==> src/rtl/core/slvu_pkg.sv <==
`timescale 1ns / 1ps

package slvu_pkg;

    // Item field widths
    localparam int NOW_W      = 32;
    localparam int LEVEL_W    = 64;
    localparam int LVL_SHIFT  = 31;
    localparam int V_W        = LEVEL_W - LVL_SHIFT;   // shifted level, 33 bits
    localparam int COL_W      = 7;

    // Input tdata layout, lowest bits first
    localparam int IN_NOW_LSB   = 0;
    localparam int IN_LL_LSB    = IN_NOW_LSB + NOW_W;
    localparam int IN_LR_LSB    = IN_LL_LSB + LEVEL_W;
    localparam int IN_TDATA_W   = IN_LR_LSB + LEVEL_W;
    localparam int OUT_TDATA_W  = ((2 * COL_W + 7) / 8) * 8;
    localparam int OUT_PAD_W    = OUT_TDATA_W - 2 * COL_W;

    // Configuration registers
    localparam int DECAY_W    = 16;
    localparam int FS_W       = 33;
    localparam int CFG_IDX_W  = 2;
    localparam int CFG_DATA_W = 33;

    localparam logic [CFG_IDX_W-1:0] CFG_DECAY_MS   = 2'd0;
    localparam logic [CFG_IDX_W-1:0] CFG_FULL_SCALE = 2'd1;
    localparam logic [CFG_IDX_W-1:0] CFG_BAR_START  = 2'd2;

    localparam logic [DECAY_W-1:0] DECAY_MS_RST   = 16'd51;
    localparam logic [FS_W-1:0]    FULL_SCALE_RST = 33'h0_8000_0000;
    localparam logic [COL_W-1:0]   BAR_START_RST  = 7'd88;

    // Scale geometry
    localparam logic [COL_W-1:0] LAST_COLUMN = 7'd127;
    localparam int               DECADES     = 4;
    localparam longint unsigned  P10         = 64'd10 ** DECADES;
    localparam int               FLO_W       = V_W - $clog2(P10) + 1;

    // Log unit: Q.16, integer part is the leading-one index of a V_W-bit value
    localparam int LOG_FRAC   = 16;
    localparam int FRAC_IDX_W = $clog2(LOG_FRAC);
    localparam int LOG_INT_W  = $clog2(V_W);
    localparam int LOG_W      = LOG_INT_W + LOG_FRAC;
    localparam int M_W        = V_W - 1;               // Q1.31 mantissa

    // Shared restoring divider
    localparam int DIV_W      = V_W;
    localparam int DIV_QW     = (FLO_W > COL_W + 1) ? FLO_W : COL_W + 1;
    localparam int DIV_CNT_W  = $clog2(DIV_QW + 1);
    localparam int NUM_W      = LOG_W + COL_W;

    // Floor divisor, pre-shifted to the top quotient bit
    localparam logic [DIV_W-1:0] FLO_DSH = DIV_W'(P10 << (FLO_W - 1));

endpackage

==> src/rtl/core/slvu_log2.sv <==
`timescale 1ns / 1ps

module slvu_log2 (
    input  logic                       i_clk,
    input  logic                       i_rst_n,
    input  logic                       i_start,
    input  logic [slvu_pkg::V_W-1:0]   i_x,
    output logic                       o_done,
    output logic [slvu_pkg::LOG_W-1:0] o_log
);
    import slvu_pkg::*;

    localparam logic [1:0] ST_IDLE = 2'd0;
    localparam logic [1:0] ST_NORM = 2'd1;
    localparam logic [1:0] ST_SQ   = 2'd2;
    localparam logic [1:0] ST_FIX  = 2'd3;

    logic [1:0]            r_st, n_st;
    logic [V_W-1:0]        r_x, n_x;
    logic [LOG_INT_W-1:0]  r_n, n_n;
    logic [M_W-1:0]        r_m, n_m;
    logic [2*M_W-1:0]      r_prod, n_prod;
    logic [LOG_FRAC-1:0]   r_frac, n_frac;
    logic [FRAC_IDX_W-1:0] r_i, n_i;
    logic                  r_done, n_done;
    logic [M_W:0]          w_sq;

    assign w_sq   = r_prod[2*M_W-1:M_W-1];
    assign o_done = r_done;
    assign o_log  = {r_n, r_frac};

    always_comb begin
        n_st   = r_st;
        n_x    = r_x;
        n_n    = r_n;
        n_m    = r_m;
        n_prod = r_prod;
        n_frac = r_frac;
        n_i    = r_i;
        n_done = 1'b0;
        unique case (r_st)
            ST_IDLE: begin
                if (i_start) begin
                    n_x    = i_x;
                    n_n    = LOG_INT_W'(V_W - 1);
                    n_frac = '0;
                    n_st   = ST_NORM;
                end
            end
            ST_NORM: begin
                // walk the leading one up to the top bit
                if (r_x[V_W-1]) begin
                    n_m  = r_x[V_W-1:1];
                    n_i  = FRAC_IDX_W'(LOG_FRAC - 1);
                    n_st = ST_SQ;
                end else begin
                    n_x = {r_x[V_W-2:0], 1'b0};
                    n_n = r_n - 1'b1;
                end
            end
            ST_SQ: begin
                n_prod = r_m * r_m;
                n_st   = ST_FIX;
            end
            ST_FIX: begin
                // square reached two: emit a one and fold back
                if (w_sq[M_W]) begin
                    n_m         = w_sq[M_W:1];
                    n_frac[r_i] = 1'b1;
                end else begin
                    n_m = w_sq[M_W-1:0];
                end
                if (r_i == '0) begin
                    n_done = 1'b1;
                    n_st   = ST_IDLE;
                end else begin
                    n_i  = r_i - 1'b1;
                    n_st = ST_SQ;
                end
            end
        endcase
    end

    always_ff @(posedge i_clk) begin
        if (!i_rst_n) begin
            r_st   <= ST_IDLE;
            r_done <= 1'b0;
        end else begin
            r_st   <= n_st;
            r_done <= n_done;
        end
    end

    always_ff @(posedge i_clk) begin
        r_x    <= n_x;
        r_n    <= n_n;
        r_m    <= n_m;
        r_prod <= n_prod;
        r_frac <= n_frac;
        r_i    <= n_i;
    end

endmodule

==> src/rtl/core/slvu_div.sv <==
`timescale 1ns / 1ps

module slvu_div (
    input  logic                           i_clk,
    input  logic                           i_rst_n,
    input  logic                           i_start,
    input  logic [slvu_pkg::DIV_W-1:0]     i_rem,
    input  logic [slvu_pkg::DIV_W-1:0]     i_dsh,
    input  logic [slvu_pkg::DIV_CNT_W-1:0] i_steps,
    output logic                           o_done,
    output logic [slvu_pkg::DIV_QW-1:0]    o_quo
);
    import slvu_pkg::*;

    logic                 r_busy, n_busy;
    logic                 r_done, n_done;
    logic [DIV_CNT_W-1:0] r_cnt, n_cnt;
    logic [DIV_W-1:0]     r_rem, n_rem;
    logic [DIV_W-1:0]     r_dsh, n_dsh;
    logic [DIV_QW-1:0]    r_q, n_q;

    assign o_done = r_done;
    assign o_quo  = r_q;

    always_comb begin
        n_busy = r_busy;
        n_done = 1'b0;
        n_cnt  = r_cnt;
        n_rem  = r_rem;
        n_dsh  = r_dsh;
        n_q    = r_q;
        if (!r_busy) begin
            if (i_start) begin
                n_busy = 1'b1;
                n_cnt  = i_steps;
                n_rem  = i_rem;
                n_dsh  = i_dsh;
                n_q    = '0;
            end
        end else begin
            // one quotient bit per cycle, most significant first
            if (r_rem >= r_dsh) begin
                n_rem = r_rem - r_dsh;
                n_q   = {r_q[DIV_QW-2:0], 1'b1};
            end else begin
                n_q   = {r_q[DIV_QW-2:0], 1'b0};
            end
            n_dsh = r_dsh >> 1;
            n_cnt = r_cnt - 1'b1;
            if (r_cnt == DIV_CNT_W'(1)) begin
                n_busy = 1'b0;
                n_done = 1'b1;
            end
        end
    end

    always_ff @(posedge i_clk) begin
        if (!i_rst_n) begin
            r_busy <= 1'b0;
            r_done <= 1'b0;
        end else begin
            r_busy <= n_busy;
            r_done <= n_done;
        end
    end

    always_ff @(posedge i_clk) begin
        r_cnt <= n_cnt;
        r_rem <= n_rem;
        r_dsh <= n_dsh;
        r_q   <= n_q;
    end

endmodule

==> src/rtl/core/stereo_log_vu_meter_with_decay.sv <==
`timescale 1ns / 1ps

// Stereo VU meter: maps two raw channel levels onto a logarithmic bar and
// lets each bar fall back one column per decay_ms.
// Input channel (s_axis): one item per refresh tick carrying the time in ms
// and both raw levels. Output channel (m_axis): one item per input item with
// the last lit column of each bar.
// Configuration: write decay_ms, full_scale or bar_start through i_cfg_* while
// the block is idle; an unknown index is dropped. Bars do not move on writes.
// One item at a time: a new item is accepted only once the last one has gone
// to the output register. Time per item is set by the shared log unit (a
// normalize walk, then a square and fold per fraction bit, up to four logs per
// item: floor, full scale and each channel above the floor), by the shared
// shift-subtract divider (20 quotient bits for the floor, 8 per channel offset)
// and by the fall loop, which retires one column per cycle per channel.
// Reset: bars return to column 88, step times to zero, registers to their
// defaults (51 ms, 2^31, 88). s_axis_tready is high from the first cycle after reset.
// Stall: a finished result sits in the output register; the next item is
// accepted meanwhile and its result waits until the register is taken.
module stereo_log_vu_meter_with_decay (
    input  logic                            i_clk,
    input  logic                            i_rst_n,
    // configuration write port
    input  logic                            i_cfg_we,
    input  logic [slvu_pkg::CFG_IDX_W-1:0]  i_cfg_idx,
    input  logic [slvu_pkg::CFG_DATA_W-1:0] i_cfg_data,
    // input items
    input  logic                            s_axis_tvalid,
    output logic                            s_axis_tready,
    // tdata: now_ms[31:0], level_left[95:32], level_right[159:96]
    input  logic [slvu_pkg::IN_TDATA_W-1:0] s_axis_tdata,
    // result items
    output logic                            m_axis_tvalid,
    input  logic                            m_axis_tready,
    // tdata: bar_end_left[6:0], bar_end_right[13:7], zero pad[15:14]
    output logic [slvu_pkg::OUT_TDATA_W-1:0] m_axis_tdata
);
    import slvu_pkg::*;

    // sequencer states
    localparam logic [3:0] S_IDLE  = 4'd0;   // wait for an item
    localparam logic [3:0] S_FLO   = 4'd1;   // full_scale / 10^DECADES
    localparam logic [3:0] S_LFGO  = 4'd2;
    localparam logic [3:0] S_LF    = 4'd3;   // log of the floor
    localparam logic [3:0] S_LTGO  = 4'd4;
    localparam logic [3:0] S_LT    = 4'd5;   // log of full scale
    localparam logic [3:0] S_CH    = 4'd6;   // classify the channel level
    localparam logic [3:0] S_LV    = 4'd7;   // log of the level, then scale
    localparam logic [3:0] S_DIVGO = 4'd8;
    localparam logic [3:0] S_DV    = 4'd9;   // rounded column offset
    localparam logic [3:0] S_CMP   = 4'd10;  // rise or start falling
    localparam logic [3:0] S_DECAY = 4'd11;  // one column per cycle
    localparam logic [3:0] S_NEXT  = 4'd12;
    localparam logic [3:0] S_OUT   = 4'd13;  // hand over to the output register

    logic [3:0]         r_st, n_st;

    // configuration
    logic [DECAY_W-1:0] r_decay, n_decay;
    logic [FS_W-1:0]    r_fs, n_fs;
    logic [COL_W-1:0]   r_bs, n_bs;

    // per-item working registers
    logic [NOW_W-1:0]   r_now, n_now;
    logic [V_W-1:0]     r_vl, n_vl;
    logic [V_W-1:0]     r_vr, n_vr;
    logic [FLO_W-1:0]   r_flo, n_flo;
    logic [LOG_W-1:0]   r_lf, n_lf;
    logic [LOG_W-1:0]   r_lt, n_lt;
    logic               r_ch, n_ch;
    logic [NUM_W-1:0]   r_num, n_num;
    logic [COL_W-1:0]   r_tgt, n_tgt;

    // channel state
    logic [COL_W-1:0]   r_be [2];
    logic [COL_W-1:0]   n_be [2];
    logic [NOW_W-1:0]   r_lst [2];
    logic [NOW_W-1:0]   n_lst [2];

    // output register
    logic               r_ov, n_ov;
    logic [COL_W-1:0]   r_out_l, n_out_l;
    logic [COL_W-1:0]   r_out_r, n_out_r;

    // shared units
    logic                 log_start, log_done;
    logic [V_W-1:0]       log_x;
    logic [LOG_W-1:0]     log_out;
    logic                 div_start, div_done;
    logic [DIV_W-1:0]     div_rem, div_dsh;
    logic [DIV_CNT_W-1:0] div_steps;
    logic [DIV_QW-1:0]    div_quo;

    // helpers
    logic [V_W-1:0]     w_v;
    logic [V_W-1:0]     w_flo_x;
    logic [LOG_W-1:0]   w_den;
    logic [LOG_W-1:0]   w_lvd;
    logic [COL_W-1:0]   w_size;
    logic [NOW_W-1:0]   w_elapsed;
    logic [NOW_W-1:0]   w_decay_x;
    logic [COL_W:0]     w_t;

    slvu_log2 u_log2 (
        .i_clk   (i_clk),
        .i_rst_n (i_rst_n),
        .i_start (log_start),
        .i_x     (log_x),
        .o_done  (log_done),
        .o_log   (log_out)
    );

    slvu_div u_div (
        .i_clk   (i_clk),
        .i_rst_n (i_rst_n),
        .i_start (div_start),
        .i_rem   (div_rem),
        .i_dsh   (div_dsh),
        .i_steps (div_steps),
        .o_done  (div_done),
        .o_quo   (div_quo)
    );

    assign s_axis_tready = (r_st == S_IDLE);
    assign m_axis_tvalid = r_ov;
    assign m_axis_tdata  = {{OUT_PAD_W{1'b0}}, r_out_r, r_out_l};

    assign w_v       = r_ch ? r_vr : r_vl;
    assign w_flo_x   = {{(V_W - FLO_W){1'b0}}, r_flo};
    assign w_den     = (r_lt > r_lf) ? (r_lt - r_lf) : '0;
    assign w_lvd     = log_out - r_lf;
    assign w_size    = (r_bs < LAST_COLUMN) ? (LAST_COLUMN - r_bs) : '0;
    assign w_elapsed = r_now - r_lst[r_ch];
    assign w_decay_x = {{(NOW_W - DECAY_W){1'b0}}, r_decay};
    assign w_t       = {1'b0, r_bs} + {1'b0, div_quo[COL_W-1:0]};

    always_comb begin
        n_st      = r_st;
        n_decay   = r_decay;
        n_fs      = r_fs;
        n_bs      = r_bs;
        n_now     = r_now;
        n_vl      = r_vl;
        n_vr      = r_vr;
        n_flo     = r_flo;
        n_lf      = r_lf;
        n_lt      = r_lt;
        n_ch      = r_ch;
        n_num     = r_num;
        n_tgt     = r_tgt;
        n_be      = r_be;
        n_lst     = r_lst;
        n_ov      = r_ov;
        n_out_l   = r_out_l;
        n_out_r   = r_out_r;
        log_start = 1'b0;
        log_x     = w_v;
        div_start = 1'b0;
        div_rem   = r_fs;
        div_dsh   = FLO_DSH;
        div_steps = DIV_CNT_W'(FLO_W);

        // configuration writes, taken in any state
        if (i_cfg_we) begin
            unique case (i_cfg_idx)
                CFG_DECAY_MS:   n_decay = i_cfg_data[DECAY_W-1:0];
                CFG_FULL_SCALE: n_fs    = i_cfg_data[FS_W-1:0];
                CFG_BAR_START:  n_bs    = i_cfg_data[COL_W-1:0];
                default:        ;
            endcase
        end

        // free the output register once the receiver takes it
        if (r_ov && m_axis_tready) begin
            n_ov = 1'b0;
        end

        unique case (r_st)
            S_IDLE: begin
                if (s_axis_tvalid) begin
                    // latch the item, drop the low 31 level bits, start the floor
                    n_now     = s_axis_tdata[IN_NOW_LSB +: NOW_W];
                    n_vl      = s_axis_tdata[IN_LL_LSB + LVL_SHIFT +: V_W];
                    n_vr      = s_axis_tdata[IN_LR_LSB + LVL_SHIFT +: V_W];
                    div_start = 1'b1;
                    n_st      = S_FLO;
                end
            end
            S_FLO: begin
                if (div_done) begin
                    n_flo = div_quo[FLO_W-1:0];
                    n_st  = S_LFGO;
                end
            end
            S_LFGO: begin
                // a zero floor counts as one
                log_start = 1'b1;
                log_x     = (r_flo == '0) ? V_W'(1) : w_flo_x;
                n_st      = S_LF;
            end
            S_LF: begin
                if (log_done) begin
                    n_lf = log_out;
                    n_st = S_LTGO;
                end
            end
            S_LTGO: begin
                log_start = 1'b1;
                log_x     = (r_fs == '0) ? V_W'(1) : r_fs;
                n_st      = S_LT;
            end
            S_LT: begin
                if (log_done) begin
                    n_lt = log_out;
                    n_ch = 1'b0;
                    n_st = S_CH;
                end
            end
            S_CH: begin
                if (w_v <= w_flo_x) begin
                    // silence: bar rests at its start
                    n_tgt = r_bs;
                    n_st  = S_CMP;
                end else if (w_den == '0) begin
                    // empty log span: any level above the floor hits the top
                    n_tgt = LAST_COLUMN;
                    n_st  = S_CMP;
                end else begin
                    log_start = 1'b1;
                    log_x     = w_v;
                    n_st      = S_LV;
                end
            end
            S_LV: begin
                if (log_done) begin
                    n_num = {{COL_W{1'b0}}, w_lvd} * {{LOG_W{1'b0}}, w_size};
                    n_st  = S_DIVGO;
                end
            end
            S_DIVGO: begin
                // offset = (2*num + den) / (2*den), rounded half up; the top
                // quotient bit flags an offset that saturates the bar
                div_start = 1'b1;
                div_rem   = DIV_W'({r_num, 1'b0}) + DIV_W'(w_den);
                div_dsh   = DIV_W'(w_den) << (COL_W + 1);
                div_steps = DIV_CNT_W'(COL_W + 1);
                n_st      = S_DV;
            end
            S_DV: begin
                if (div_done) begin
                    if (div_quo[COL_W] || (w_t > {1'b0, LAST_COLUMN})) begin
                        n_tgt = LAST_COLUMN;
                    end else begin
                        n_tgt = w_t[COL_W-1:0];
                    end
                    n_st = S_CMP;
                end
            end
            S_CMP: begin
                if (r_tgt >= r_be[r_ch]) begin
                    // rise at once and stamp the time
                    n_be[r_ch]  = r_tgt;
                    n_lst[r_ch] = r_now;
                    n_st        = S_NEXT;
                end else begin
                    n_st = S_DECAY;
                end
            end
            S_DECAY: begin
                // fall one column per elapsed decay period, stop at the start
                // or one below the target
                if ((w_elapsed >= w_decay_x) && (r_be[r_ch] > r_bs) &&
                    (r_be[r_ch] >= r_tgt)) begin
                    n_lst[r_ch] = r_lst[r_ch] + w_decay_x;
                    n_be[r_ch]  = r_be[r_ch] - 1'b1;
                end else begin
                    n_st = S_NEXT;
                end
            end
            S_NEXT: begin
                if (!r_ch) begin
                    n_ch = 1'b1;
                    n_st = S_CH;
                end else begin
                    n_st = S_OUT;
                end
            end
            S_OUT: begin
                // hold until the output register is free
                if (!r_ov || m_axis_tready) begin
                    n_ov    = 1'b1;
                    n_out_l = r_be[0];
                    n_out_r = r_be[1];
                    n_st    = S_IDLE;
                end
            end
            default: begin
                n_st = S_IDLE;
            end
        endcase
    end

    always_ff @(posedge i_clk) begin
        if (!i_rst_n) begin
            r_st     <= S_IDLE;
            r_ov     <= 1'b0;
            r_decay  <= DECAY_MS_RST;
            r_fs     <= FULL_SCALE_RST;
            r_bs     <= BAR_START_RST;
            r_be[0]  <= BAR_START_RST;
            r_be[1]  <= BAR_START_RST;
            r_lst[0] <= '0;
            r_lst[1] <= '0;
        end else begin
            r_st    <= n_st;
            r_ov    <= n_ov;
            r_decay <= n_decay;
            r_fs    <= n_fs;
            r_bs    <= n_bs;
            r_be    <= n_be;
            r_lst   <= n_lst;
        end
    end

    always_ff @(posedge i_clk) begin
        r_now   <= n_now;
        r_vl    <= n_vl;
        r_vr    <= n_vr;
        r_flo   <= n_flo;
        r_lf    <= n_lf;
        r_lt    <= n_lt;
        r_ch    <= n_ch;
        r_num   <= n_num;
        r_tgt   <= n_tgt;
        r_out_l <= n_out_l;
        r_out_r <= n_out_r;
    end

endmodule
==> config.mk <==
export PLATFORM = sky130hd
export DESIGN_NAME = stereo_log_vu_meter_with_decay
export DESIGN_NICKNAME = d
export VERILOG_FILES = /design/src/rtl/core/slvu_pkg.sv /design/src/rtl/core/slvu_log2.sv /design/src/rtl/core/slvu_div.sv /design/src/rtl/core/stereo_log_vu_meter_with_decay.sv
export SDC_FILE = /design/constraint.sdc
export NUM_CORES = 2
export LEC_CHECK = 0
export ABC_CLOCK_PERIOD_IN_PS = 11350
export BUFFER_PORTS_ARGS = -buffer_cell sky130_fd_sc_hd__buf_2
export CAP_MARGIN = 15
export CELL_PAD_IN_SITES_DETAIL_PLACEMENT = 0
export CELL_PAD_IN_SITES_GLOBAL_PLACEMENT = 2
export CORE_UTILIZATION = 42
export DETAILED_ROUTE_END_ITERATION = 12
export MAX_ROUTING_LAYER = met4
export PLACE_DENSITY_LB_ADDON = 0.1
export SLEW_MARGIN = 20
export SYNTH_ARGS = -nofsm -noshare
export SYNTH_HDL_FRONTEND = slang
export SYNTH_SLANG_ARGS = --single-unit
==> constraint.sdc <==
create_clock -name i_clk -period 11.35 [get_ports i_clk]
set_input_delay 2.27 -clock i_clk [delete_from_list [all_inputs] [get_ports i_clk]]
set_output_delay 2.27 -clock i_clk [all_outputs]
set_load 0.01 [all_outputs]
; ---- Word level (Yosys, flattened, before mapping)
; Cells that the tools add are included.
[word_totals]
ff_bits = 603
[classes]
add_sub_neg = 12
multipliers = 2
magnitude_cmp = 13
n_eq_ne = 36
n_mux = 93
bitwise = 2
n_reduce_logical = 45
[op_table]
columns = cell, count
row1 = $mux 33, 9
row2 = $mux 32, 8
row3 = $pmux 33 s2, 2
row4 = $bwmux 64, 2
row5 = $mux 64, 2
row6 = $pmux 64 s2, 1
row7 = $mul 32x32->64, 1
row8 = $pmux 32 s2, 1
row9 = $mux 7, 9
row10 = $mux 20, 3
row11 = $pmux 4 s14, 1
row12 = $mux 4, 13
row13 = $sub 22x22->22, 2
row14 = $ge 33x33->1, 1
row15 = $le 33x20->1, 1
row16 = $logic_not 33->1, 1
row17 = $sub 33x33->33, 1
row18 = $add 32x16->32, 1
row19 = $demux 32 s1, 1
row20 = $ge 32x16->1, 1
row21 = $mux 16, 2
row22 = $pmux 16 s2, 1
row23 = $reduce_and 2->1, 16
row24 = $sub 32x32->32, 1
row25 = 56 further kinds, 122

; ---- Depth between registers and ports, before layout
[depth]
word_depth = 10
ltp_mapped = 33
ltp_nobuf = 33

; ---- Hierarchy
; From an unflattened synthesis, not the netlist that was laid out.
[unflattened]
cells_unflattened = 7047
area_unflattened_um2 = 67315.8
[modules_own_cells]
columns = module, instances, cells_per_inst, area_each_um2, seq_area_each_um2
row1 = slvu_log2, 1, 3600, 34694.5, 3783.6
row2 = stereo_log_vu_meter_with_decay, 1, 2897, 26659.3, 9178.8
row3 = slvu_div, 1, 550, 5962.0, 2762.6

; ---- Least setup slack after synthesis
; OpenSTA, ideal clock, no wires.
[synth_path]
path_type = input port to flip-flop
from = input port s_axis_tvalid
to = register u_div.r_rem[0], enable pin
setup_ps = 474
arrival_ps = 8689
t_required_ps = 10876
slack_ps = 2187
path_stages = 3
cell_sequence = and3_1 -> or3_1 -> a21boi_0
[synth_between]
elab_chain_cells = 4
[synth_lines]
columns = element, line_no
row1 = start: declaration, stereo_log_vu_meter_with_decay.sv:28  ; input logic s_axis_tvalid,
row2 = $mux 1, stereo_log_vu_meter_with_decay.sv:180  ; if (s_axis_tvalid) begin
row3 = $pmux 1 s2, stereo_log_vu_meter_with_decay.sv:178  ; unique case (r_st)
row4 = $reduce_bool 2->1 (no source line), -
row5 = $reduce_and 2->1 (no source line), -
row6 = end signal: assignment, slvu_div.sv:69  ; r_rem <= n_rem;
row7 = end: declaration, slvu_div.sv:18  ; logic [DIV_W-1:0] r_rem, n_rem;
; Every way passes these cells.
; A chain may end at the register's enable or synchronous reset.

; ---- Final worst setup path
[layout_path]
from = register u_log2.r_m[16]
to = register u_log2.r_prod[57], data pin
[layout_between]
elab_chain_cells = 1
[layout_lines]
columns = element, line_no
row1 = start: declaration, slvu_log2.sv:21  ; logic [M_W-1:0] r_m, n_m;
row2 = start signal: assignment, slvu_log2.sv:97  ; r_m <= n_m;
row3 = $mul 32x32->64, slvu_log2.sv:62  ; n_prod = r_m * r_m;
row4 = end signal: assignment, slvu_log2.sv:98  ; r_prod <= n_prod;
row5 = end: declaration, slvu_log2.sv:22  ; logic [2*M_W-1:0] r_prod, n_prod;
; Every way passes these cells.

==> reports/metrics.yaml <==
cells_and_area:
  drive_gt1_share_pct: 6.899
  area_growth_pct: 8.417
  final_nets: 8518
critical_path:
  cp-end-kind: "register"
  required_ns: 11.78
  critPathKind: "reg -> reg"
  r2r-start: "u_log2.r_m[16]"
  cp.arrival_ns: 10.78
  crit_top_cell: "fa_1"
  slowest_delay_ns: 0.81
  start_kind: "register"
  startpoint: "u_log2.r_m[16]"
  crit_slowest_cell: "edfxtp_1"
  crit_fanout: 13
global_route:
  grt_use_total_pct: 26.26
  overflow: 0
  grt_pass1_wl_mm: 304.2
  grt_pass1_vias: 50290
  grt_start_max_net_pins: 80
  antenna_found_initial: 3
routing:
  firstDrtPassIters: 6
  drc: 0
  drt-initial-drc-count: 2912
  routed-via-count: 47470
  vias_per_cell: 5.288
  wl_per_cell_um: 22.01
  finalWirelength_mm: 197.6
  ant_nets: 0
cts:
  post_cts_resized: 0
  cts-root-buf: "clkbuf_16"
  cts_setup_buffers: 0
  clock_sinks: 572
  clk_pin_slew_ns: 0.06
  hold_buffers: 0
  clk_latency_ns: 0.68
  htreeDepth: 3
  cts.path.max_buffers: 3
  cts_tree: "built"
  cts_made_buffers: 71
synthesis:
  yosysSeqAreaShare_pct: 23.98
  ys_warn_count: 0
  ys_ff_latch: 572
  yosys.area.top_type: "fa_1"
  syn-instance-count: 6811
  synth_edf_count: 427
  post_synth_num_cell_types: 87
  synth_area_leaders: "fa_1 27%, edfxtp_1 20%, ha_1 11%"
  synth_area_um2: 65570
  async_flop_share_pct: 0
  synth_top_cell_area_share_pct: 27.39
  ys.flop_type: "edfxtp_1"
  yosysMostFrequentCell: "inv_1"
  synth.top_cells.by_count: "1271 x inv_1, 897 x fa_1, 700 x nand2_1"
  avgSynthCellArea_um2: 9.627
sta:
  setup_viol: 0
  rsz0062_at_grt: "false"
  hold_violations: 0
  setup_tns_ns: 0
  maxSlewViolCount: 0
  fin_worst_skew_ns: 0.07444
  max_freq_mhz: 96.63
  worst_pin_slew_ns: 1.151
  fin_crit_ns: 10.35
  max_slew_margin_pct: 23.28
  period_share_pct: 91.18
die:
  die_h_um: 397.1
  dieArea_um2: 157700
  start_util_pct: 42.42
  die_w_um: 397.1
  io_pins: 218
  rows: 144
  core-area_um2: 154600
placed_design:
  hpwlAfterDp_mm: 158.5
  io_buffers: 153
  place_congestion: 0.8867
flow_run:
  drv_cap: 0
min_path:
  min_path_type: "reg -> reg"
  holdCritStartpoint: "u_div.o_quo[19]"
status:
  status: "finished clean"
-- state kept, by name, summed over array words and instances, names as in the netlist, 16 cells and up --
signal / flops
r_decay: 16
r_flo: 20
r_fs: 33
r_lf: 22
r_lst: 64
r_lt: 22
r_now: 32
r_num: 29
r_vl: 33
r_vr: 33
u_div.o_quo: 20
u_div.r_dsh: 33
u_div.r_rem: 33
u_log2.r_frac: 16
u_log2.r_m: 32
u_log2.r_prod: 33
u_log2.r_x: 33
-- stage by stage --
stage	utilization, %	hold slack, ns	area [µm²]	setup slack, ns	cells
floorplan	-	0.4003	65580	2.187	6812
detailed placement	44.46	0.4190	68730	1.093	8841
CTS	45.98	0.4292	71080	1.095	8973
global placement	44.43	0.4048	68690	1.174	8838
global route	45.98	0.4329	71080	0.5990	8974
finish	45.99	0.4256	71090	1.001	8977
-- cell families (layout without fill, tap and decap cells) --
kind of cell | after synthesis | after routing | share of synthesized area, %
multiplexers | 153 | 153 | 2.402
adder cells (fa/ha/maj) | 1448 | 1448 | 37.90
XOR/XNOR | 228 | 228 | 3.045
AND/OR/NAND/NOR | 1801 | 1801 | 13.32
buffers and inverters | 1550 | 1667 | 8.970
other | 1 | 6 | 0.005719
flip-flops | 572 | 572 | 23.98
AO/OA/AOI/OAI | 1058 | 1058 | 10.37
-- worst paths after layout --
path / endpoint / slack, ns / cells after the start
min reg2reg: r_flo[19] / 0.43 / 0
min: r_flo[19] / 0.43 / 0
max reg2reg: u_log2.r_prod[57] / 1.00 / 25
max: u_log2.r_prod[57] / 1.00 / 25
-- cell usage in the layout, fill, tap and decap left out, drive strengths merged, types with 20 or more instances in the layout --
cell	netlist	routed
and2	277	277
nand2	702	702
nor4	29	29
dfxtp	145	145
a31oi	53	53
a21o	103	103
o21ai	231	231
nor3	124	124
or2	20	20
nand2b	65	65
or3	21	21
o211ai	41	41
mux2	35	35
clkinv	2	23
mux2i	118	118
and3	30	30
a21oi	306	306
edfxtp	427	427
a211oi	34	34
o21a	39	39
inv	1271	1279
o21bai	28	28
nor2	277	277
clkbuf	253	98
nand3	79	79
nand4	37	37
nand3b	26	26
fa	897	897
xnor2	122	122
nor2b	65	65
buf	24	262
xor2	106	106
ha	551	551
a22o	21	21
-- cell type report --
| class | count | area [µm²] |
|---|---|---|
| flip-flops and latches | 572 | 15730 |
| fillers | 15050 | 83500 |
| clock inverters | 34 | 345.3 |
| inverters | 1273 | 4778 |
| repair buffers | 262 | 1609 |
| well taps | 2044 | 2557 |
| clock buffers | 98 | 2002 |
| multi-input cells | 4690 | 44060 |
| diodes | 4 | 10.01 |
-- metal layers --
layer / vias up / global-route usage (%) / part of all wire (%)
met1: 23880 / 33.72 / 44
met2: 995 / 44.22 / 49
met4: 0 / 6.640 / 2.6
li1: 22360 / - / -
met3: 241 / 2.781 / 4.0
met5: - / - / 0
-- worst max-delay path, delay by kind of cell, from the launching register on --
kind | cells | cell delay [ns]
flops | 1 | 0.81
xor+xnor | 1 | 0.11
fa+ha+maj | 9 | 4.17
simple gates | 2 | 0.49
buf+inv | 3 | 0.45
compound gates | 10 | 4.05
Power is left out: the tool's default activity adds up to more than one toggle a clock period on the data nets, which glitch-free logic cannot reach.
